[src/design/glcm_ram.sv]
// ----------------------------------------------------------------------------
// glcm_ram
// generic single-write, single-read ram with registered read data
// ----------------------------------------------------------------------------
module glcm_ram #(
    parameter int WIDTH = 8,
    parameter int DEPTH = 256,
    localparam int ADDR_BITS = $clog2(DEPTH)
) (
    input  logic                 clk,
    input  logic                 wr_en,
    input  logic [ADDR_BITS-1:0] wr_addr,
    input  logic [WIDTH-1:0]     wr_data,
    input  logic                 rd_en,
    input  logic [ADDR_BITS-1:0] rd_addr,
    output logic [WIDTH-1:0]     rd_data
);

    logic [WIDTH-1:0] mem [DEPTH];

    // read returns the old word on a same-address write
    always_ff @(posedge clk)
    begin
        if (wr_en)
        begin
            mem[wr_addr] <= wr_data;
        end
        if (rd_en)
        begin
            rd_data <= mem[rd_addr];
        end
    end

endmodule

[config.mk]
export PLATFORM = sky130hd
export DESIGN_NAME = glcm_ram
export DESIGN_NICKNAME = d
export VERILOG_FILES = /design/src/design/glcm_ram.sv
export SDC_FILE = /design/constraint.sdc
export NUM_CORES = 2
export LEC_CHECK = 0
export BUFFER_PORTS_ARGS = -buffer_cell sky130_fd_sc_hd__buf_2
export CAP_MARGIN = 20
export CORE_ASPECT_RATIO = 0.5
export CORE_UTILIZATION = 45
export DETAILED_ROUTE_END_ITERATION = 10
export GPL_ROUTABILITY_DRIVEN = 0
export PLACE_DENSITY = 0.58
export SLEW_MARGIN = 20
export SYNTH_ARGS = -nofsm -noshare
export SYNTH_HDL_FRONTEND = slang
export SYNTH_SLANG_ARGS = --single-unit
[constraint.sdc]
create_clock -name clk -period 7.05 [get_ports clk]
set_input_delay 0.705 -clock clk [delete_from_list [all_inputs] [get_ports clk]]
set_output_delay 0.705 -clock clk [all_outputs]
set_load 0.005 [all_outputs]
After elaboration in Yosys (flattened, before gate mapping)

Memory sizes are Yosys's and may differ from the RTL's. A register that Yosys moved wholly into a read port is not among the register bits.
Cells that the tools add are included.

Input bits: 27
Memories kept: 1
Bits in registers: 0
Bits in writable memories: 2048
Output and inout bits: 8

Mux-type cells: 2

Memories:

| memory | words | bits a word | rd ports | clocked after Yosys merged registers in | write ports | line | source |
|---|---|---|---|---|---|---|---|
| mem    | 256   | 8           | 1        | 1                                       | 1           | 19   | `logic [WIDTH-1:0] mem [DEPTH];` |

Operator list:

| kind    | count |
|---|---|
| $mux W1 | 2 |

Longest topological paths before layout

Depth after elaboration: 2
Depth in mapped cells: 11
Depth with buffers taken out: 6

Least setup slack after synthesis

No wires, ideal clock.

Path type: in2reg
Start: input rd_addr[0]
End: register rd_data[2], read port of mem (data pin)
Cell stages on the path: 9
Setup slack: 4.269 ns
Data arrival time: 2.512 ns
Buffers on the path: 4
Setup time: 0.269 ns
Required time: 6.781 ns
Cells stage by stage: buf_6 > buf_12 > buf_8 > buf_2 > mux4_2 > a22oi_1 > a21oi_1 > nor4_1 > nor4_2

RTL lines:

| item        | line | source |
|---|---|---|
| from (decl) | 15   | `input logic [ADDR_BITS-1:0] rd_addr,` |
| to (decl)   | 16   | `output logic [WIDTH-1:0] rd_data` |

==> reports/metrics.cfg <==
[status]
status=completed

[global_routing]
grt_pass1_vias=38600
grt_max_degree=188
grt-ovfl-total=0
grt_pass1_wl_mm=291
antenna_found_initial=9
grt_usage_pct=22.8

[yosys]
synthFlopType=edfxtp_1
synth-edff-count=2056
synth.avg_cell_area_sq_um=21.3
synth_cell_type_count=54
synthesis.nets=3760
synthCells=3733
netlist_area_sq_um=79600
yosysWarnings=0
synth_async_sr_flop_share_pct=0
synth-seq-cells=2056
synth-seq-area-share_pct=77.5

[sta]
slew_violations=0
fin_crit_sh_pct=54.3
hold_viol_final=0
worst_slew_pin_slew_ns=1.28
max_freq_mhz=261
tns_ns=0
clock_skew_ns=0.0449
fin_crit_ns=3.83
slew_headroom_pct=14.5
rsz0062_at_grt=false
setup_viol=0

[hold_path]
min_path_cells=1
hold_class=input pin to flip-flop
min_from=wr_data[5]

[route]
drtIter0Drc=5100
via_per_inst=6.14
dr.pass1.iters=6
drtAntennaViolNets=0
vias=38900
wl_per_cell_microns=32.2
routed_wl_mm=204
route.detailed.drc=0

[clock_tree]
numCtsBuffers=187
postCtsResizedCells=0
cts_root_buffer=clkbuf_16
cts.hold.buffers_added=0
insertion_delay_ns=0.83
ctsHtreeMaxLevel=4
postCtsSetupRepairBufs=0
clock-sinks=2056
cts_tree=yes
clkSlewWorstSetupHoldPaths_ns=0.06
clockBufferDepth=4

[power_and_ir_drop]
p_leak_nw=26.8
irDropWorstVdd_mv=0.186
power_per_cell_area_nw_per_um2=278

[layout]
drive_above_1_share_pct=21.9
syn_to_final_growth_pct=10.7
finalInstanceArea_sq_um=88200
register_area_sq_um=61700
multi_input_area_sq_um=16600
nNetsFinal=3844
finish.utilization_pct=50.5
nFillCells=13900

[die]
dieHeight_microns=299
initial_utilization_pct=45.6
ioPinCount=35
design.die.area_sq_um=179000
row_count=108
die_w_microns=597
core_sq_um=175000

[setup_path]
crit_path_start=rd_addr[0]
arrival_ns=4.34
required_ns=7.56
worst-setup-path-type=input pin to flip-flop
reg2reg_from=mem[80][6]
rrSetupSlack_ns=3.92
crit_path_end_kind=flip-flop
start_kind=input pin
crit_path_max_fanout=44
ff2ff_path_depth=6

[place]
dpl-instance-area_sq_um=82400
place_hpwl_mm=123
port_buffers=34

[run]
max_cap_violations=0

## synth_stat cells, types with 31 or more instances
| library cell | n | area [sq um] |
|---|---|---|
| nor2b_1 | 31 | 194 |
| a22oi_1 | 133 | 998 |
| nand2_1 | 33 | 124 |
| nor2_1 | 282 | 1060 |
| edfxtp_1 | 2056 | 61700 |
| clkbuf_1 | 111 | 417 |
| mux4_2 | 454 | 10200 |
| o221ai_1 | 46 | 403 |
| a21oi_1 | 96 | 480 |
| mux2i_1 | 134 | 1340 |
| buf_2 | 31 | 155 |
| nand3_1 | 34 | 170 |
## per-stage QoR
| step | cells | hold WS (ns) | power, mW | setup WS, ns |
|---|---|---|---|---|
| floorplan | 3733 | 0.804 | 14.4 | 4.27 |
| global placement | 5986 | 1.07 | 15.0 | 1.13 |
| detailed placement | 5993 | 1.09 | 15.0 | 2.34 |
| CTS | 6329 | 0.297 | 24.7 | 3.18 |
| global route | 6329 | 0.325 | 25.2 | 3.04 |
| finish | 6330 | 0.326 | 24.5 | 3.22 |
## cell usage in the layout, fill, tap and decap left out, drive strengths merged, types with 47 or more instances in the layout
master  instances
a21oi          96
a22oi         133
buf           127
clkbuf        232
clkinv         88
edfxtp       2056
mux2i         134
mux4          456
nor2          282
o221ai         47
## cells by family (layout without fill, tap and decap cells)
group	Yosys count	in the layout	share of synthesized area, %
DFF	2056	2056	77.5
muxes	591	591	14.6
and+or+nand+nor	466	466	2.63
other	0	1	0
AOI/OAI and AO/OA	385	385	3.42
buffers and inverters	235	466	1.83
## report_power, final
part	leakage [nW]	internal, mW	switching (mW)
Combinational	5.48	0.400	0.820
Sequential	18.5	13.5	0.0173
Clock	2.80	5.40	4.43
## worst max-delay path, stage by stage
cell and delay (ns):
buf_8 0.45, buf_4 0.54, buf_4 0.44, mux4_2 0.62, a22o_1 0.23, a221oi_1 0.48
o32ai_1 0.19, nor3_1 0.47, nor4_1 0.11
## routing by layer
metal	up-vias	global-route usage, %	wire, microns
met1	21000	34.4	87200
met3	285	4.55	18200
met4	2	5.03	4320
li1	15900	-	-
met2	1735	34.8	94000
met5	-	0	12
## flip-flops by register name, indices dropped and copies added (netlist names)
| register | flops |
|---|---|
| mem | 2048 |
| rd_data | 8 |
## final cells by class
| cell class | count | share of cell area, % |
|---|---|---|
| multi-input cells | 1442 | 18.9 |
| well taps | 2365 | 3.36 |
| inverters | 2 | 0.00851 |
| diodes | 1 | 0.00284 |
| clock buffers | 231 | 5.59 |
| clock inverters | 105 | 0.894 |
| flip-flops and latches | 2056 | 70.0 |
| repair buffers | 128 | 1.28 |
## path summary, 6_finish.rpt
path / endpoint
max reg2reg: rd_data[6]
min reg2reg: rd_data[2]
min: mem[241][5]
max: rd_data[5]
Note: power is estimated with default switching activity, not from simulation.
